<file path="config.mk">
export PLATFORM = sky130hd
export DESIGN_NAME = vat_flow_ctrl
export DESIGN_NICKNAME = d
export VERILOG_FILES = /design/src/hw/rtl/vat_pkg.sv /design/src/hw/rtl/vat_flow_ctrl.sv
export SDC_FILE = /design/constraint.sdc
export NUM_CORES = 1
export LEC_CHECK = 0
export ABC_AREA = 1
export BUFFER_PORTS_ARGS = -buffer_cell sky130_fd_sc_hd__buf_4
export CORE_AREA = 2 2 39 41
export CTS_BUF_LIST = sky130_fd_sc_hd__clkbuf_16
export DETAILED_ROUTE_END_ITERATION = 8
export DIE_AREA = 0 0 41 43
export MAX_ROUTING_LAYER = met4
export SYNTH_ARGS = -nofsm -noshare
export SYNTH_HDL_FRONTEND = slang
export SYNTH_SLANG_ARGS = --single-unit
</file>
<file path="constraint.sdc">
create_clock -name clk -period 0.8 [get_ports clk]
set_input_delay 0.04 -clock clk [delete_from_list [all_inputs] [get_ports clk]]
set_output_delay 0.04 -clock clk [all_outputs]
set_load 0.1 [all_outputs]
</file>
<file path="src/hw/rtl/vat_pkg.sv">
// Shared types and constants for the vertex affine transform pipeline.
// No dependencies; every other RTL file of the block imports this package.
`default_nettype none

package vat_pkg;

  // Datapath widths.
  localparam int COORD_W    = 32;
  localparam int AMOUNT_W   = 32;
  localparam int TRIG_W     = 18;
  localparam int PROD_W     = 64;
  localparam int ACC_W      = 66;
  localparam int LIN_W      = 33;
  localparam int FRAC_BITS  = 16;
  localparam int NUM_STAGES = 4;
  localparam int MODE_W     = 3;
  localparam int CFG_IDX_W  = 3;
  localparam int CFG_DATA_W = 32;

  // Register values after reset.
  localparam logic signed [TRIG_W-1:0]   COS_RESET    = 18'sd65536;
  localparam logic signed [TRIG_W-1:0]   SIN_RESET    = 18'sd0;
  localparam logic signed [AMOUNT_W-1:0] AMOUNT_RESET = 32'sd0;

  // Operation codes held in the mode register. Code 7 passes vertices through.
  typedef enum logic [MODE_W-1:0] {
    MODE_SCALE  = 3'd0,
    MODE_MOVE_X = 3'd1,
    MODE_MOVE_Y = 3'd2,
    MODE_MOVE_Z = 3'd3,
    MODE_ROT_X  = 3'd4,
    MODE_ROT_Y  = 3'd5,
    MODE_ROT_Z  = 3'd6
  } mode_t;

  // Configuration register indexes.
  typedef enum logic [CFG_IDX_W-1:0] {
    REG_MODE   = 3'd0,
    REG_AMOUNT = 3'd1,
    REG_COS    = 3'd2,
    REG_SIN    = 3'd3
  } reg_idx_t;

  // What one coordinate lane does with its operands.
  typedef enum logic [1:0] {
    LANE_PASS = 2'd0,
    LANE_ADD  = 2'd1,
    LANE_MAC  = 2'd2
  } lane_kind_t;

  // Operands of one lane: result = coord_a*fac_a +/- coord_b*fac_b,
  // or coord_a + fac_a, or coord_a.
  typedef struct packed {
    lane_kind_t                  kind;
    logic signed [COORD_W-1:0]   coord_a;
    logic signed [AMOUNT_W-1:0]  fac_a;
    logic signed [COORD_W-1:0]   coord_b;
    logic signed [AMOUNT_W-1:0]  fac_b;
    logic                        neg_b;
  } lane_op_t;

  // Per-stage load enables from the flow control to the datapath.
  typedef struct packed {
    logic [NUM_STAGES-1:0] load;
  } pipe_ctrl_t;

endpackage

`default_nettype wire

</file>
<file path="src/hw/rtl/vat_flow_ctrl.sv">
// Valid bits and per-stage load enables for the four-stage pipeline; carries the last flag.
// Depends on vat_pkg.
`default_nettype none

module vat_flow_ctrl (
  input  wire logic          clk,
  input  wire logic          rst_n,
  input  wire logic          in_valid,
  input  wire logic          in_last,
  input  wire logic          out_stall,
  output logic               in_stall,
  output logic               out_valid,
  output logic               out_last,
  output vat_pkg::pipe_ctrl_t ctrl
);
  import vat_pkg::*;

  logic [NUM_STAGES-1:0] valid_r;
  logic [NUM_STAGES-1:0] last_r;
  logic [NUM_STAGES-1:0] load;
  logic                  in_acc;
  logic                  out_acc;

  // A stage loads when it is empty or its contents move on; bubbles collapse.
  always_comb begin
    load[NUM_STAGES-1] = !valid_r[NUM_STAGES-1] || !out_stall;
    for (int k = NUM_STAGES - 2; k >= 0; k--) begin
      load[k] = !valid_r[k] || load[k+1];
    end
  end

  assign ctrl.load = load;
  assign in_stall  = !load[0];
  assign out_valid = valid_r[NUM_STAGES-1];
  assign out_last  = last_r[NUM_STAGES-1];
  assign in_acc    = in_valid && !in_stall;
  assign out_acc   = out_valid && !out_stall;

  // Valid bits travel with the data.
  always_ff @(posedge clk) begin
    if (!rst_n) begin
      valid_r <= '0;
    end else begin
      if (load[0]) begin
        valid_r[0] <= in_valid;
      end
      for (int k = 1; k < NUM_STAGES; k++) begin
        if (load[k]) begin
          valid_r[k] <= valid_r[k-1];
        end
      end
    end
  end

  // The last-vertex flag rides alongside as payload.
  always_ff @(posedge clk) begin
    if (load[0]) begin
      last_r[0] <= in_last;
    end
    for (int k = 1; k < NUM_STAGES; k++) begin
      if (load[k]) begin
        last_r[k] <= last_r[k-1];
      end
    end
  end

  // The input is held off only when every stage is occupied.
  a_stall_only_full: assert property (@(posedge clk) disable iff (!rst_n)
    in_stall |-> (&valid_r))
    else $error("input stalled while a pipeline stage is empty");

  // Items in flight change only by transfers on the two channels.
  a_occupancy: assert property (@(posedge clk) disable iff (!rst_n)
    1'b1 |=> ($countones(valid_r) ==
              $past($countones(valid_r)) + $past(in_acc) - $past(out_acc)))
    else $error("pipeline occupancy does not match channel transfers");

  // Reset empties the pipeline.
  a_reset_empty: assert property (@(posedge clk)
    !rst_n |=> (valid_r == '0))
    else $error("pipeline not empty after reset");

endmodule

`default_nettype wire

</file>
Word level (Yosys, flattened, before mapping)
Index checks and enable logic that the tools add are counted.
{"block": "classes", "addsub": 0, "mul": 0, "n_div": 0, "n_lt_le_gt_ge": 0, "n_eq_ne": 0, "shift": 0, "muxes": 0, "bitwise": 0, "n_reduce_logical": 10}
{"operator": "1-bit zero test", "n": 6}
{"operator": "1-bit logical OR", "n": 4}
{"block": "word_totals", "regBits": 8, "latch_bits": 0, "ramBits": 0, "rom_bits": 0, "in_bits": 5, "out_inout_bits": 7, "elab_cells": 18, "mem_count": 0}

Logic depth before layout (Yosys ltp)
{"block": "depth", "depth_word": 6, "ltp_mapped": 4, "ltp_nobuf": 4}

Worst setup path after synthesis
OpenSTA, ideal clock, no wires.
{"block": "synth_timing", "path_kind": "register to output", "from": "register valid_r[3]", "to": "output in_stall", "arrival_time_ps": 3223, "required_time_ps": 760, "setup_slack_ps": -2463, "path_stages_with_launch": 5, "n_path_buf": 0, "cell_sequence": "dfxtp_1 -> nand2_2 -> nor2_4 -> nand3_2 -> inv_1"}
{"element": "from (decl)", "line": "vat_flow_ctrl.sv:18", "rtl": "logic [NUM_STAGES-1:0] valid_r;"}
{"element": "from (signal, indexed assignment)", "line": "vat_flow_ctrl.sv:49", "rtl": "valid_r[k] <= valid_r[k-1];"}
{"element": "to (decl)", "line": "vat_flow_ctrl.sv:11", "rtl": "output logic in_stall,"}

Worst setup path after layout
{"block": "layout_timing", "from": "register valid_r[3]", "to": "output in_stall"}
{"block": "layout_between", "elab_chain_len": 6}
{"element": "1-bit zero test", "line": "vat_flow_ctrl.sv:26", "rtl": "load[NUM_STAGES-1] = !valid_r[NUM_STAGES-1] || !out_stall;"}
{"element": "1-bit logical OR", "line": "vat_flow_ctrl.sv:26"}
{"element": "1-bit logical OR (3 in series)", "line": "vat_flow_ctrl.sv:28", "rtl": "load[k] = !valid_r[k] || load[k+1];"}
{"element": "1-bit zero test", "line": "vat_flow_ctrl.sv:33", "rtl": "assign in_stall = !load[0];"}
Every way passes these cells.

==> results.txt <==
R2r setup slk -> -0.38 ns
Number of port buffers -> 11
Place WS -> -0.243 ns
Peak Freq -> 817 MHz
Hold Vio Cnt, Final -> 0
RR Endpoint -> last_r[0]
Grt ovf -> 0
Hold path cells -> 2
TritonCTS Buffers -> 3
Tot GR Track Use -> 10.5%
CTS tree -> yes
WS Path Type -> register to output pin
Clock power frac -> 60.5%
Final min period -> 1.22 ns
Layout cell share with drive strength beyond 1 -> 66.7%
Commonest non-fill, non-tap cell in the layout -> buf_4
Final cell count without fillers -> 61
Row count -> 14
WHS Endpoint -> valid_r[2]
Comb power frac -> 6.7%
Die Y -> 43 um
Hold path start -> rst_n
Post-route antenna net violation count -> 0
Slew @ Worst Pin -> 0.203 ns
CP Max Fanout -> 4
Root buf cell -> clkbuf_16
Ys Warns -> 0
Most frequent cells in the layout -> buf_4, inv_1, edfxtp_1, buf_12
Final Skew -> 0.00451 ns
Sequential share of power -> 32.7%
Register area share after synthesis -> 71.4%
Final Cycle Share -> 153%
Sw Ratio -> 19.0%
CP arrival -> 1.18 ns
RSZ-0062 raised after global routing -> yes
Req. time, crit path -> 0.76 ns
Final core utilization -> 45.1%
WL final -> 536 um
Violations in the final reports -> negative setup slack
Clk slew on worst S/H paths -> 0.04 ns
Core area -> 0.00138 mm^2
Clock sinks -> 8
DR vias/cell -> 3.77
Hold Crit Class -> primary input to register
TritonRoute pass-1 iters -> 1
Syn Nets -> 27
Outcome -> finished, violations left
Initial DRC Count -> 0
Largest net degree at the start of global routing -> 6
Mapped Area -> 280 um^2
Worst r2r src -> valid_r[3]
Cell internal pwr -> 1.14 mW
Final Wtd Congestion -> 0.696
Starting Density -> 20.3%
Placed cell count -> 53
Maximum clock path buffer count -> 2
Dpl hpwl -> 374 um
Boundary pin count -> 12
Slew HR -> 86.5%
Antenna violations before repair -> 0
Post-DR wirelength/cell -> 8.79 um
#FFs+latches synth -> 8
Die area -> 0.00176 mm^2
Diode count -> 0
Layout area overhead -> 123%
Reg2reg path depth -> 5
Max IR drop VDD -> 1.28 mV
Die Width -> 41 um
Startpoint types -> register
Post-Synthesis Cells -> 22
Fill cell count -> 132
Sw Pwr -> 0.266 mW
Skew-Pair Late Insertion Delay -> 0.23 ns
Worst setup margin -> -0.424 ns
Final #Nets -> 51
Max-cap violation count -> 0
Cell leakage power -> 0.260 nW
First-pass GRT wire length -> 966 um
DR DRC count -> 0
Final setup vio count -> 14
Vias in the first global route -> 246
Worst setup EP type -> output pin
Cell Pwr Density -> 2250 mW/mm^2
Synth unique cells -> 11
Post-synthesis average cell area -> 12.7 um^2
DR vias -> 230
H-Tree Depth -> 1
Max-slew violations -> 0
routing by layer:
layer | global-route usage [%] | vias up | share of wire [%]
met3 | 9.42 | 4 | 12
li1 | - | 116 | -
met5 | - | - | 0
met1 | 6.95 | 96 | 35
met4 | 12.0 | 0 | 5.8
met2 | 13.8 | 14 | 47
synthesized netlist by cell type, drive strengths merged:
master / instances / area [um^2]
inv: 6 / 22.5
nand2: 2 / 10.0
nor2: 1 / 11.3
nand3: 1 / 10.0
o21a: 1 / 7.51
edfxtp: 4 / 120
dfxtp: 4 / 80.1
a21oi: 3 / 18.8
critical path, cell delays in order (launching register included):
cell        delay (ns)
dfxtp_4           0.37
nand2_8           0.05
nor2_4            0.13
nand3_4           0.12
clkinvlp_4        0.11
buf_12            0.17
cells by family (layout without fill, tap and decap cells):
| logic type | after synthesis | count (layout) | synth area share [%] |
|---|---|---|---|
| AOI/OAI and AO/OA | 4 | 4 | 9.38 |
| buffers and inverters | 6 | 29 | 8.04 |
| and+or+nand+nor | 4 | 4 | 11.2 |
| DFF | 8 | 8 | 71.4 |
flip-flops by register name, summed over array words and instances, names as in the netlist:
name     cells
valid_r      4
last_r       4
power groups by stage:
stage	clock [mW]	combinational (mW)	sequential, mW
after floorplan	0	0.0199	0.496
after global placement	0	0.0808	0.465
after detailed placement	0	0.0812	0.466
after CTS	0.875	0.0950	0.460
after global routing	0.902	0.100	0.462
final	0.850	0.0946	0.460
how the worst max path moves through the flow:
stage	start	end	cells after the start	slack (ns)
floorplan	valid_r[3]	in_stall	4	-0.99
global placement	valid_r[3]	in_stall	5	-0.23
detailed placement	valid_r[3]	in_stall	5	-0.24
CTS	valid_r[3]	ctrl[1]	5	-0.43
global route	valid_r[3]	in_stall	5	-0.47
finish	valid_r[3]	in_stall	5	-0.42
what timing repair did:
| action | in CTS | in global routing |
|---|---|---|
| setup endpoints to repair | 14 | 14 |
| hold endpoints to repair | 1 | 0 |
| hold buffers | 1 | 0 |
| setup buffers | 2 | 1 |
| pin swaps | 0 | 0 |
| gates resized for setup | 18 | 0 |
through the flow:
step	power, mW	TNS, ns	instance area (um^2)	hold slack (ns)
floorplan	0.516	-7.61	312	0.139
global placement	0.546	-1.53	444	0.219
detailed placement	0.547	-1.64	444	0.220
CTS	1.43	-3.04	617	0.0196
global route	1.46	-3.64	624	0.0327
finish	1.40	-3.06	624	0.0220
area by class of cell:
class | instances | area (um^2) | share of cell area (%)
Timing Repair Buffer | 19 | 214 | 34.3
Sequential cell | 8 | 204 | 32.7
Multi-Input combinational cell | 8 | 81.3 | 13.0
Clock buffer | 3 | 75.1 | 12.0
Inverter | 6 | 26.3 | 4.21
Tap cell | 16 | 20.0 | 3.21
Clock inverter | 1 | 3.75 | 0.601
(Power assumes the default switching activity.)
