[src/hw/rtl/vat_pkg.sv]
// Shared types and constants for the vertex affine transform pipeline.
// No dependencies; every other RTL file of the block imports this package.
`default_nettype none

package vat_pkg;

  // Datapath widths.
  localparam int COORD_W    = 32;
  localparam int AMOUNT_W   = 32;
  localparam int TRIG_W     = 18;
  localparam int PROD_W     = 64;
  localparam int ACC_W      = 66;
  localparam int LIN_W      = 33;
  localparam int FRAC_BITS  = 16;
  localparam int NUM_STAGES = 4;
  localparam int MODE_W     = 3;
  localparam int CFG_IDX_W  = 3;
  localparam int CFG_DATA_W = 32;

  // Register values after reset.
  localparam logic signed [TRIG_W-1:0]   COS_RESET    = 18'sd65536;
  localparam logic signed [TRIG_W-1:0]   SIN_RESET    = 18'sd0;
  localparam logic signed [AMOUNT_W-1:0] AMOUNT_RESET = 32'sd0;

  // Operation codes held in the mode register. Code 7 passes vertices through.
  typedef enum logic [MODE_W-1:0] {
    MODE_SCALE  = 3'd0,
    MODE_MOVE_X = 3'd1,
    MODE_MOVE_Y = 3'd2,
    MODE_MOVE_Z = 3'd3,
    MODE_ROT_X  = 3'd4,
    MODE_ROT_Y  = 3'd5,
    MODE_ROT_Z  = 3'd6
  } mode_t;

  // Configuration register indexes.
  typedef enum logic [CFG_IDX_W-1:0] {
    REG_MODE   = 3'd0,
    REG_AMOUNT = 3'd1,
    REG_COS    = 3'd2,
    REG_SIN    = 3'd3
  } reg_idx_t;

  // What one coordinate lane does with its operands.
  typedef enum logic [1:0] {
    LANE_PASS = 2'd0,
    LANE_ADD  = 2'd1,
    LANE_MAC  = 2'd2
  } lane_kind_t;

  // Operands of one lane: result = coord_a*fac_a +/- coord_b*fac_b,
  // or coord_a + fac_a, or coord_a.
  typedef struct packed {
    lane_kind_t                  kind;
    logic signed [COORD_W-1:0]   coord_a;
    logic signed [AMOUNT_W-1:0]  fac_a;
    logic signed [COORD_W-1:0]   coord_b;
    logic signed [AMOUNT_W-1:0]  fac_b;
    logic                        neg_b;
  } lane_op_t;

  // Per-stage load enables from the flow control to the datapath.
  typedef struct packed {
    logic [NUM_STAGES-1:0] load;
  } pipe_ctrl_t;

endpackage

`default_nettype wire

[src/hw/rtl/vat_operand_sel.sv]
// First pipeline stage: decodes the mode and registers the multiplier operands per lane.
// Depends on vat_pkg.
`default_nettype none

module vat_operand_sel (
  input  wire logic                               clk,
  input  wire logic                               load,
  input  wire vat_pkg::mode_t                     mode,
  input  wire logic signed [vat_pkg::AMOUNT_W-1:0] amount,
  input  wire logic signed [vat_pkg::TRIG_W-1:0]   cos_val,
  input  wire logic signed [vat_pkg::TRIG_W-1:0]   sin_val,
  input  wire logic signed [vat_pkg::COORD_W-1:0]  coord_x,
  input  wire logic signed [vat_pkg::COORD_W-1:0]  coord_y,
  input  wire logic signed [vat_pkg::COORD_W-1:0]  coord_z,
  output vat_pkg::lane_op_t                       op_x_r,
  output vat_pkg::lane_op_t                       op_y_r,
  output vat_pkg::lane_op_t                       op_z_r
);
  import vat_pkg::*;

  logic signed [AMOUNT_W-1:0] cos_ext;
  logic signed [AMOUNT_W-1:0] sin_ext;
  lane_op_t                   op_x_nxt;
  lane_op_t                   op_y_nxt;
  lane_op_t                   op_z_nxt;

  function automatic lane_op_t make_op(
    input lane_kind_t                 kind,
    input logic signed [COORD_W-1:0]  ca,
    input logic signed [AMOUNT_W-1:0] fa,
    input logic signed [COORD_W-1:0]  cb,
    input logic signed [AMOUNT_W-1:0] fb,
    input logic                       neg
  );
    lane_op_t op;
    op.kind    = kind;
    op.coord_a = ca;
    op.fac_a   = fa;
    op.coord_b = cb;
    op.fac_b   = fb;
    op.neg_b   = neg;
    return op;
  endfunction

  // Trig factors are widened to the common factor width.
  assign cos_ext = {{(AMOUNT_W-TRIG_W){cos_val[TRIG_W-1]}}, cos_val};
  assign sin_ext = {{(AMOUNT_W-TRIG_W){sin_val[TRIG_W-1]}}, sin_val};

  // Mode decode: every lane defaults to pass-through.
  always_comb begin
    op_x_nxt = make_op(LANE_PASS, coord_x, '0, '0, '0, 1'b0);
    op_y_nxt = make_op(LANE_PASS, coord_y, '0, '0, '0, 1'b0);
    op_z_nxt = make_op(LANE_PASS, coord_z, '0, '0, '0, 1'b0);
    case (mode)
      MODE_SCALE: begin
        op_x_nxt = make_op(LANE_MAC, coord_x, amount, '0, '0, 1'b0);
        op_y_nxt = make_op(LANE_MAC, coord_y, amount, '0, '0, 1'b0);
        op_z_nxt = make_op(LANE_MAC, coord_z, amount, '0, '0, 1'b0);
      end
      MODE_MOVE_X: op_x_nxt = make_op(LANE_ADD, coord_x, amount, '0, '0, 1'b0);
      MODE_MOVE_Y: op_y_nxt = make_op(LANE_ADD, coord_y, amount, '0, '0, 1'b0);
      MODE_MOVE_Z: op_z_nxt = make_op(LANE_ADD, coord_z, amount, '0, '0, 1'b0);
      MODE_ROT_X: begin
        op_y_nxt = make_op(LANE_MAC, coord_y, cos_ext, coord_z, sin_ext, 1'b1);
        op_z_nxt = make_op(LANE_MAC, coord_y, sin_ext, coord_z, cos_ext, 1'b0);
      end
      MODE_ROT_Y: begin
        op_x_nxt = make_op(LANE_MAC, coord_x, cos_ext, coord_z, sin_ext, 1'b0);
        op_z_nxt = make_op(LANE_MAC, coord_z, cos_ext, coord_x, sin_ext, 1'b1);
      end
      MODE_ROT_Z: begin
        op_x_nxt = make_op(LANE_MAC, coord_x, cos_ext, coord_y, sin_ext, 1'b1);
        op_y_nxt = make_op(LANE_MAC, coord_x, sin_ext, coord_y, cos_ext, 1'b0);
      end
      default: begin
      end
    endcase
  end

  // Operand registers advance with the first stage.
  always_ff @(posedge clk) begin
    if (load) begin
      op_x_r <= op_x_nxt;
      op_y_r <= op_y_nxt;
      op_z_r <= op_z_nxt;
    end
  end

endmodule

`default_nettype wire

[config.mk]
export PLATFORM = sky130hd
export DESIGN_NAME = vat_operand_sel
export DESIGN_NICKNAME = d
export VERILOG_FILES = /design/src/hw/rtl/vat_pkg.sv /design/src/hw/rtl/vat_operand_sel.sv
export SDC_FILE = /design/constraint.sdc
export NUM_CORES = 1
export LEC_CHECK = 0
export ABC_AREA = 1
export ABC_CLOCK_PERIOD_IN_PS = 2000
export BUFFER_PORTS_ARGS = -buffer_cell sky130_fd_sc_hd__buf_2
export CORE_AREA = 2 2 218 220
export DETAILED_ROUTE_END_ITERATION = 6
export DIE_AREA = 0 0 220 222
export GPL_ROUTABILITY_DRIVEN = 0
export PLACE_DENSITY_LB_ADDON = 0.2
export SLEW_MARGIN = 20
export SYNTH_ARGS = -nofsm -noshare
export SYNTH_HDL_FRONTEND = slang
export SYNTH_SLANG_ARGS = --single-unit
export TNS_END_PERCENT = 20
[constraint.sdc]
create_clock -name clk -period 2 [get_ports clk]
set_clock_uncertainty 0.15 [all_clocks]
set_input_delay 0.3 -clock clk [delete_from_list [all_inputs] [get_ports clk]]
set_output_delay 0.3 -clock clk [all_outputs]
set_load 0.01 [all_outputs]
; ---- Word-level counts from Yosys, hierarchy flattened
; Index checks and enable logic that the tools add are counted.
[word_totals]
output_inout_bits = 393
wordCells = 28
register_bits = 393
in_bits = 169
[op_classes]
reduce_logical = 1
n_mux = 3
n_eq_ne = 6
[ops]
columns = op, count
row1 = $pmux 131 s4, 3
row2 = $eq 3x3->1 const B, 3
row3 = $eq 3x2->1 const B, 2
row4 = $eq 3x1->1 const B, 1
row5 = $logic_not 3->1, 1

; ---- Logic depth before layout (Yosys ltp)
; Gate-level depths: netlist of the first run.
[logic_depth]
ltp_word = 2
depth_mapped = 8
mapped_depth_nobuf = 5

; ---- Worst setup path before layout of the first run
; Ideal clock, no wire load.
[synth_timing]
kind = input to register
start = input mode[0]
end = register op_x_r[130] (netlist name), data pin
path_buffers = 2
setup_slack_ns = 0.488
setup_time_ns = 0.255
required_time_ns = 1.595
arrival_time_ns = 1.107
stages = 6
path_cell_list = buf_4 > nand3_2 > inv_2 > nor2_2 > buf_4 > nand2_1
[synth_lines]
columns = item, line
row1 = from (decl), vat_operand_sel.sv:8  ; input wire vat_pkg::mode_t mode,
row2 = to (signal assigned), vat_operand_sel.sv:83  ; op_x_r <= op_x_nxt;
row3 = to (decl), vat_operand_sel.sv:15  ; output vat_pkg::lane_op_t op_x_r,

==> metrics.md, run 1 <==
| Metric | Value |
|---|---|
| Run status | completed |
| CP max FO | 15 |
| Maximum buffer depth of the clock tree | 3 |
| DRT Pass-1 Iters | 5 |
| Buf/Inv on CP | 1 |
| IO Pins | ~560 |
| Post-synthesis sequential area ratio | 0.693 |
| Final Setup Violations | 0 |
| Largest net degree at the start of global routing | 73 |
| Starting DRT DRC Count | roughly 840 |
| Die ar. | 0.0488 mm² |
| Worst-path cell chain | buf_2 |
| Global-route wire length before repair | 78.7 mm |
| Fin nets | about 2300 |
| CP startpoint kind | flop |
| Cell area after synthesis | approximately 0.015 mm² |
| CTS buffer count | 41 |
| Clock transition at the registers of the reported paths | ~0.06 ns |
| Maximum vdd drop | around 0.54 mV |
| Post-synthesis cell count | about 1400 |
| Hold Fails Final Rpt | 0 |
| DRC errors left | 0 |
| Post-route ant nets | 0 |
| Worst path slowest cell | edfxtp_1 |
| Port Buf Inserts | roughly 560 |
| DP Area | about 0.019 mm² |
| Met2 Usage GRT | 0.365 |
| Max-slew headroom | 0.687 |
| Worst slew pin tran | around 0.47 ns |
| Family with the most delay on the worst path | flip-flops |
| Vias per inst | 4.89 |
| Setup_tns | 0 ns |
| Unrepaired setup endpoints after global routing | false |
| Arrival time worst endpoint | about 1.4 ns |
| Main synth FF type | edfxtp_1 |
| Layout area overhead | 44.0% |
| Netlist cell types | 22 |
| Leakage power total | slightly below 10 nW |
| Chip height | roughly 220 µm |
| Antenna violations before repair | 3 |
| Root Buffer | clkbuf_16 |
| Initial Utilization | 0.329 |
| WL final | approximately 54 mm |
| Final period util | 0.917 |
| Die Wd | 220 µm |
| Vias in the first global route | between 10000 and 15000 |
| Max cap viols | 0 |
| Async set or reset register ratio after synthesis | 0 |
| GRT overflow | 0 |
| #FFs+latches synth | between 300 and 400 |
| Max Fclk | around 0.55 GHz |
| GRT Total Usage | 0.214 |
| Design area | 0.0219 mm² |
| Most Used Layer, Global Route | met2 |
| Crit. End Element | output pin |
| Gates resized, CTS repair | 0 |
| Cell with the most instances after synthesis | nand2_1 |
| Worst Setup Path Type | flop to output pin |
| Met3 Track Usage GR | 0.0700 |
| Largest cells by area after synthesis | edfxtp_1, nand2_1, nand3_1 |
| Final HPWL DP | ~37 mm |
| Crit path time final | 1.83 ns |
| CP Data Required Time | roughly 1.6 ns |
| Post-synth top area cell | edfxtp_1 |
| Avg WL per Cell | between 15 and 20 µm |
| HP Class | input port to flop |
| Max-slew violations | 0 |
| Post-synth EDFFs | approximately 350 |
| Core area | ~0.046 mm² |
| Post-synth top area share | 0.693 |
| GRT met1 Usage | 0.253 |
| Total Power | between 15 and 20 mW |
| Vias | approximately 13000 |
| H-Tree Depth | 2 |
| Worst path max stage delay | about 0.61 ns |
| Synth warnings | 0 |
| Syn Area/Cell | approximately 11 µm² |
| Synthesized Nets | between 1500 and 2000 |
| Layout cells sized above 1 | 0.322 |
| Pwr Density | 868 mW/mm² |
| Clock Sinks | between 300 and 400 |
| Commonest cells in the netlist | nand2_1, edfxtp_1, nand3_1 |
| CTS tree | done |
| # rows | 79 |
==> kinds of logic (layout without fill, tap and decap cells) <==
kind of cell,Yosys count,after routing,share of synthesized area
other,0,3,0
flip-flops,351,351,0.693
AND/OR/NAND/NOR,640,640,0.184
AO/OA/AOI/OAI,124,124,0.0434
buffers and inverters,246,1001,0.0804
==> sequential cells by signal, indices dropped and copies added (netlist names) <==
name / cells
op_x_r: 117
op_y_r: 117
op_z_r: 117
==> path summary, 6_finish.rpt <==
path | start | end | cells past startpoint
setup / recovery | op_z_r[31] | op_z_r[25] | 1
hold / removal | mode[1] | op_z_r[129] | 3
==> routing by layer <==
layer,vias up,part of all wire
li1,6157,-
met1,6445,0.39
met2,639,0.49
met3,89,0.10
met4,2,0.024
met5,-,0.00024
==> metrics by stage <==
step	cells	utilization	hold slack, ns	setup WS [ns]
CTS	2723	0.473	0.0496	0.0865
global route	2725	0.474	0.0898	0.0188
global placement	2454	0.404	0.361	0.213
detailed placement	2454	0.404	0.364	0.171
finish	2726	0.474	0.0911	0.167
floorplan	1361	-	0.249	0.488
==> cells in the final DEF, fill, tap and decap left out, drive strengths merged <==
cell type	netlist	routed
a21oi	9	9
buf	102	610
bufinv	0	2
clkbuf	22	53
clkinv	0	16
clkinvlp	0	1
diode	0	3
dlygate4sd3	0	196
edfxtp	351	351
inv	122	123
nand2	368	368
nand3	226	226
nand4	25	25
nor2	19	19
nor3	2	2
o21ai	83	83
o22ai	32	32
==> cell type report <==
type                    count  area, µm²
well taps                 607        759
fillers                  4273      24400
flip-flops and latches    351      10500
inverters                 122        459
repair buffers            806       5410
clock buffers              53       1110
multi-input cells         764       3460
clock inverters            20        155
diodes                      3       7.51
==> timing repair <==
action                    in CTS  in global routing
hold endpoints to repair     326                  0
hold buffers                 196                  0
setup buffers                  0                  0
==> power breakdown <==
part	total (mW)	internal [mW]	leakage [nW]	switching (mW)
Clock	7.18	4.19	0.622	2.99
Sequential	9.03	8.83	3.38	0.205
Combinational	2.81	1.14	5.87	1.67
(Power assumes the default switching activity.)
==> run 2, diff against run 1 <==
- BUFFER_PORTS_ARGS: -buffer_cell sky130_fd_sc_hd__buf_2 -> default
- CELL_PAD_IN_SITES_DETAIL_PLACEMENT: default -> 1
- CELL_PAD_IN_SITES_GLOBAL_PLACEMENT: default -> 2
- CORE_AREA: 2 2 218 220 -> 2 2 219 221
- DIE_AREA: 0 0 220 222 -> 0 0 221 223
- DONT_BUFFER_PORTS: default -> 1
==> run 2 against run 1 <==
Against the previous run:
- the run now ends with hold timing left
- via count down 17%
- sequential share of layout area up 7.2 points
- total power decreased by 4.2%
- routed wire length is 1.2% higher
- setup slack improved by 0.086 ns
- first-iteration DRC count is 18% lower
- critical path depth unchanged
- sequential power grew 6.3%
- clock-buffer cell count down 2
- clock power about the same
- hold slack got worse by 0.39 ns
==> metrics.md, run 2 (synthesis results as in run 1) <==
| Metric | Value |
|---|---|
| Root Buffer | clkbuf_16 |
| Port Buf Inserts | 0 (-100%) |
| Run status | complete, but fails checks |
| Avg WL per Cell | 25.2 µm (+27%) |
| Fin cells | 2173 (-20%) |
| Unrepaired setup endpoints after global routing | false |
| Failing checks | hold timing |
| Layout area overhead | 25.3% |
| H-Tree Depth | 2 (unchanged) |
| Internal power | 13.6 mW (-3.7%) |
| Clock Sinks | 351 (unchanged) |
| Layout cells sized above 1 | 0.0668 (-0.255) |
| Initial Utilization | 0.323 (-0.00618) |
| Hold_ws | -0.295 ns (-0.386 ns) |
| Hold Crit Start | load |
| Hold endpoint | op_y_r[57] |
| Buf/Inv on CP | 1 (unchanged) |
| Final period util | 0.874 (-0.0430) |
| Vias in the first global route | 11871 (-10%) |
| Hold Fails Final Rpt | 104 (+104) |
| # rows | 80 (+1.3%) |
| Final HPWL DP | 34.6 mm (-7.5%) |
| Combinational fraction of design power | 0.078 (-0.070) |
| Starting DRT DRC Count | 691 (-18%) |
| CP startpoint kind | flop |
| Place WS | 0.361 ns (+0.190 ns) |
| Vias per inst | 5.11 (+4.6%) |
| Maximum vdd drop | 0.592 mV (+9.1%) |
| CP max FO | 15 (unchanged) |
| Hold Crit Depth | 0 (-3) |
| FF+latch area | 0.0105 mm² (unchanged) |
| Sw Ratio | 0.252 (-0.00402) |
| Most frequent cells in the layout | nand2_1, edfxtp_1, nand3_1, dlygate4sd3_1, inv_1 |
| Psw | 4.58 mW (-5.7%) |
| WL final | 54.7 mm (+1.2%) |
| DRC errors left | 0 (unchanged) |
| GRT overflow | 0 (unchanged) |
| HP Class | input port to flop |
| CTS tree | done |
| Arrival time worst endpoint | 1.30 ns (-0.08 ns) |
| Max cap viols | 0 (unchanged) |
| Layout filler cell count | 5048 (+18%) |
| Die ar. | 0.0493 mm² (+0.91%) |
| Family with the most delay on the worst path | buffers and inverters |
| Clock transition at the registers of the reported paths | 0.06 ns (about the same) |
| Die Wd | 221 µm (+0.45%) |
| Max Fclk | 0.572 GHz (+4.9%) |
| CP Data Required Time | 1.55 ns (about the same) |
| Biggest registers after layout | op_x_r x117, op_y_r x117, op_z_r x117 |
| Worst path slowest cell | buf_4 |
| Chip height | 223 µm (+0.45%) |
| Leakage power total | 7.62 nW (-23%) |
| Gates resized, CTS repair | 0 (unchanged) |
| Hold Buf Count CTS | 214 (+9.2%) |
| Multi-input logic area | 0.00347 mm² (about the same) |
| Design area | 0.0191 mm² (-13%) |
| Clock power frac | 0.395 (+0.018) |
| Post-route ant nets | 0 (unchanged) |
| DP Cell Count | 1884 (-23%) |
| Final worst slack | 0.253 ns (+0.0859 ns) |
| Antenna violations before repair | 2 (-1) |
| Maximum buffer depth of the clock tree | 3 (unchanged) |
| Worst path max stage delay | 0.40 ns (-0.21 ns) |
| Setup_tns | 0 ns (unchanged) |
| Sequential power share | 0.527 (+0.052) |
| Largest net degree at the start of global routing | 352 (+380%) |
| Crit. End Element | output pin |
| Crit path time final | 1.75 ns (-0.0859 ns) |
| Pwr Density | 955 mW/mm² (+10%) |
| Max-slew headroom | 0.0507 (-0.637) |
| DP Area | 0.0156 mm² (-16%) |
| GRT Total Usage | 0.217 (+0.00311) |
| Worst Setup Path Type | flop to output pin |
| Global-route wire length before repair | 80.5 mm (+2.3%) |
| DRT Pass-1 Iters | 5 (unchanged) |
| IO Pins | 562 (unchanged) |
| Fin nets | 1695 (-25%) |
| Final Setup Violations | 0 (unchanged) |
| Worst-path cell chain | buf_4 |
| Vias | 11112 (-17%) |
| CTS buffer count | 41 (unchanged) |
| Max-slew violations | 0 (unchanged) |
| Worst slew pin tran | 1.42 ns (+0.955 ns) |
| Commonest non-fill, non-tap cell in the layout | nand2_1 |
| Core area | 0.0471 mm² (+1.9%) |
run 2: changes by cell type in the layout (fill, tap and decap cells not counted), sizes merged:
| cell | previous run | this run |
|---|---|---|
| buf | 610 | 34 |
| diode | 3 | 2 |
| dlygate4sd3 | 196 | 212 |
| clkbuf | 53 | 51 |
| clkinv | 16 | 19 |
| inv | 123 | 122 |
run 2: final cells by class:
type | count | area share
Clock buffer | 51 | 0.0580
Tap cell | 615 | 0.0404
Sequential cell | 351 | 0.553
Timing Repair Buffer | 246 | 0.135
Inverter | 122 | 0.0241
Clock inverter | 22 | 0.00801
Antenna cell | 2 | 0.000263
Multi-Input combinational cell | 764 | 0.182
run 2: how the worst max path moves through the flow:
| stage | slack (ns) | endpoint | startpoint | cells after the start |
|---|---|---|---|---|
| 6_report | 0.25 | op_x_r[32] | op_x_r[31] | 1 |
| 5_1_grt | 0.17 | op_y_r[31] | op_y_r[31] | 1 |
| 4_1_cts | 0.20 | op_y_r[31] | op_y_r[31] | 1 |
| 3_5_place_dp | 0.36 | op_y_r[109] | mode[0] | 6 |
| 3_3_place_gp | 0.36 | op_z_r[96] | mode[1] | 6 |
| 2_1_floorplan | 0.49 | op_x_r[130] | mode[0] | 6 |
run 2: per-stage QoR:
stage | hold slack, ns | util | total power [mW]
after global placement | 0.249 | 0.332 | 10.6
after CTS | -0.311 | 0.404 | 18.4
after global routing | -0.326 | 0.404 | 18.9
after floorplan | 0.249 | - | 10.2
final | -0.295 | 0.404 | 18.2
after detailed placement | 0.249 | 0.332 | 10.6
run 2: power groups by stage:
stage | clock network [mW] | registers (mW) | logic (mW)
2_1_floorplan | 0 | 9.50 | 0.728
3_3_place_gp | 0 | 9.75 | 0.883
3_5_place_dp | 0 | 9.73 | 0.905
4_1_cts | 7.39 | 9.60 | 1.42
5_1_grt | 7.67 | 9.64 | 1.56
6_report | 7.20 | 9.60 | 1.41
run 2: what timing repair did:
item | in CTS | in global routing
endpoints found under the hold margin | 699 | 351
endpoints found under the setup margin | 0 | 0
buffers inserted | 0 | 0
run 2: metal layers:
layer,global-route usage,share of wire
met4,0.0541,0.020
met1,0.254,0.39
met2,0.379,0.51
met5,0,0
met3,0.0786,0.084
==> run 3, diff against run 2 <==
- ABC_CLOCK_PERIOD_IN_PS: 2000 -> 1500
- CORE_AREA: 2 2 219 221 -> default
- CORE_ASPECT_RATIO: default -> 1.4
- CORE_MARGIN: default -> 10
- CORE_UTILIZATION: default -> 35
- DIE_AREA: 0 0 221 223 -> default
- clock period: 2 -> 1.5 ns (I/O delays scaled with it)
==> run 3 against run 2 <==
Against the previous run:
- the run ends with hold timing, setup timing left
- largest power group unchanged
- core utilization rose by 3.6 points
- cell area fell by 0.72%
- global-route usage down 0.37 points
- critical endpoint is now op_x_r[25]
- die area increased by 6.2%
==> metrics.md, run 3 (synthesis results as in run 1) <==
| Metric | Value |
|---|---|
| Biggest registers after layout | op_x_r x117, op_y_r x117, op_z_r x117 |
| Crit. End Element | output pin |
| Hold Fails Final Rpt | 238 (+130%) |
| # Post-CTS Setup Buffers | 0 (unchanged) |
| Worst path max stage delay | 0.45 ns (+0.05 ns) |
| Met3 Track Usage GR | 0.0814 (+0.00273) |
| Vias | 11081 (-0.28%) |
| WL final | 58.4 mm (+6.8%) |
| CTS buffer count | 38 (-7.3%) |
| GRT met1 Usage | 0.220 (-0.0336) |
| Largest net degree at the start of global routing | 352 (unchanged) |
| Post-route ant nets | 0 (unchanged) |
| H-Tree Depth | 2 (unchanged) |
| CP max FO | 9 (-6) |
| Core area | 0.0430 mm² (-8.8%) |
| Most frequent cells in the layout | nand2_1, edfxtp_1, nand3_1, dlygate4sd3_1, inv_1 |
| Final Setup Violations | 45 (+45) |
| Buf/Inv on CP | 1 (unchanged) |
| Max-slew headroom | 0.607 (+0.556) |
| IO Pins | 562 (unchanged) |
| Port Buf Inserts | 0 (unchanged) |
| Max Fclk | between 0.6 and 0.7 GHz |
| Maximum buffer depth of the clock tree | 3 (unchanged) |
| Unrepaired setup endpoints after global routing | true |
| Layout filler cell count | 4552 (-9.8%) |
| Layout cells sized above 1 | 0.0783 (+0.0115) |
| Hold Crit Depth | 0 (unchanged) |
| Worst Setup Path Type | flop to output pin |
| Antenna violations before repair | 3 (+1) |
| Fin nets | 1677 (-1.1%) |
| Crit path time final | around 1.6 ns |
| Arrival time worst endpoint | 1.22 ns (-0.08 ns) |
| Place WS | 0.0471 ns (-0.314 ns) |
| Internal power | 17.7 mW (+30%) |
| Sw Ratio | 0.253 (+0.00168) |
| Hold Crit Start | load |
| Clock power frac | 0.377 (-0.018) |
| Failing checks | hold timing, setup timing |
| Vias in the first global route | 12035 (+1.4%) |
| CP startpoint kind | flop |
| Most Used Layer, Global Route | met2 |
| Final HPWL DP | 39.6 mm (+14%) |
| DRC errors left | 0 (unchanged) |
| Starting DRT DRC Count | 645 (-6.7%) |
| Die Wd | 196 µm (-11%) |
| Maximum vdd drop | 0.765 mV (+29%) |
| Sequential power share | 0.541 (+0.014) |
| CTS tree | done |
| Initial Utilization | 0.354 (+0.0310) |
| Worst slew pin tran | 0.590 ns (-0.834 ns) |
| HP Class | input port to flop |
| Hold_ws | -0.337 ns (-0.0415 ns) |
| Max-slew violations | 0 (unchanged) |
| Chip height | 267 µm (+20%) |
| Combinational fraction of design power | 0.082 (+0.004) |
| Root Buffer | clkbuf_16 |
| # rows | 90 (+13%) |
| DRT Pass-1 Iters | 5 (unchanged) |
| Clock transition at the registers of the reported paths | 0.06 ns (about the same) |
| GRT Total Usage | 0.214 (-0.00368) |
| Global-route wire length before repair | 83.7 mm (+4.0%) |
| Run status | complete, but fails checks |
| Die ar. | 0.0523 mm² (+6.2%) |
| Clock Sinks | 351 (unchanged) |
| Met2 Usage GRT | 0.380 (+0.00115) |
| Pwr Density | 1250 mW/mm² (+31%) |
| Max cap viols | 0 (unchanged) |
| Final worst slack | -0.0992 ns (-0.352 ns) |
| Layout area overhead | 24.4% |
| Psw | 6.01 mW (+31%) |
| Family with the most delay on the worst path | flip-flops |
| Vias per inst | 5.31 (+3.8%) |
| Commonest non-fill, non-tap cell in the layout | nand2_1 |
| GRT overflow | 0 (unchanged) |
| Leakage power total | 7.63 nW (about the same) |
| Worst-path cell chain | clkbuf_16 |
| Hold endpoint | op_x_r[123] |
| Final period util | 1.07 |
| CP Data Required Time | 1.12 ns (-0.43 ns) |
| Worst path slowest cell | edfxtp_1 |
| Avg WL per Cell | 28.0 µm (+11%) |
run 3: cell count changes in the layout (fill, tap and decap cells not counted), moves of 3 or more:
cell / before / now
buf_4: 19 / 15
clkinv_1: 11 / 8
dlygate4sd3_1: 212 / 177
clkbuf_16: 43 / 40
buf_12: 15 / 27
clkbuf_1: 8 / 5
dlymetal6s4s_1: 0 / 7
run 3: how the worst max path moves through the flow:
stage | depth (start not counted) | end | slack, ns | startpoint
after floorplan | 6 | op_x_r[130] | 0.06 | mode[0]
after global placement | 6 | op_x_r[16] | 0.08 | mode[1]
after detailed placement | 6 | op_x_r[46] | 0.05 | mode[1]
after CTS | 1 | op_x_r[25] | -0.14 | op_x_r[31]
after global routing | 1 | op_x_r[25] | -0.13 | op_x_r[31]
final | 1 | op_x_r[25] | -0.1 | op_x_r[31]
run 3: through the flow:
| stage | instance area [µm²] | total power [mW] | setup TNS (ns) | instances | util |
|---|---|---|---|---|---|
| 4_1_cts | 18900 | 24.0 | -4.29 | 2083 | 0.438 |
| 2_1_floorplan | 15200 | 13.6 | 0 | 1361 | - |
| 3_5_place_dp | 15800 | 14.4 | 0 | 1834 | 0.368 |
| 5_1_grt | 18900 | 24.6 | -4.48 | 2086 | 0.440 |
| 3_3_place_gp | 15800 | 14.3 | 0 | 1834 | 0.368 |
| 6_report | 18900 | 23.7 | -2.64 | 2087 | 0.440 |
run 3: what timing repair did:
item	CTS	global route
hold endpoints to repair	699	354
hold buffers	185	1
gates resized for setup	1	20
setup endpoints to repair	45	57
run 3: cell type report:
class / count / area (µm²) / area share
clock inverter: 20 / 153 / 0.00807
tap: 552 / 691 / 0.0365
timing repair buffer: 231 / 2600 / 0.138
multi-input combinational: 764 / 3480 / 0.184
inverter: 122 / 462 / 0.0244
sequential: 351 / 10500 / 0.557
clock buffer: 44 / 995 / 0.0526
antenna: 3 / 7.51 / 0.000397
run 3: metal layers:
| layer | wire, µm | part of all wire | vias to the layer above |
|---|---|---|---|
| li1 | - | - | 4995 |
| met1 | 20300 | 0.35 | 5520 |
| met2 | 30300 | 0.52 | 469 |
| met3 | 5420 | 0.093 | 97 |
| met4 | 2310 | 0.040 | 0 |
| met5 | 0 | 0 | - |
run 3: power by group through the flow:
stage / combinational, mW / clock (mW) / sequential, mW
global placement: 1.25 / 0 / 13.1
detailed placement: 1.30 / 0 / 13.1
floorplan: 0.971 / 0 / 12.7
CTS: 1.93 / 9.15 / 12.9
global route: 2.14 / 9.53 / 12.9
finish: 1.93 / 8.94 / 12.8
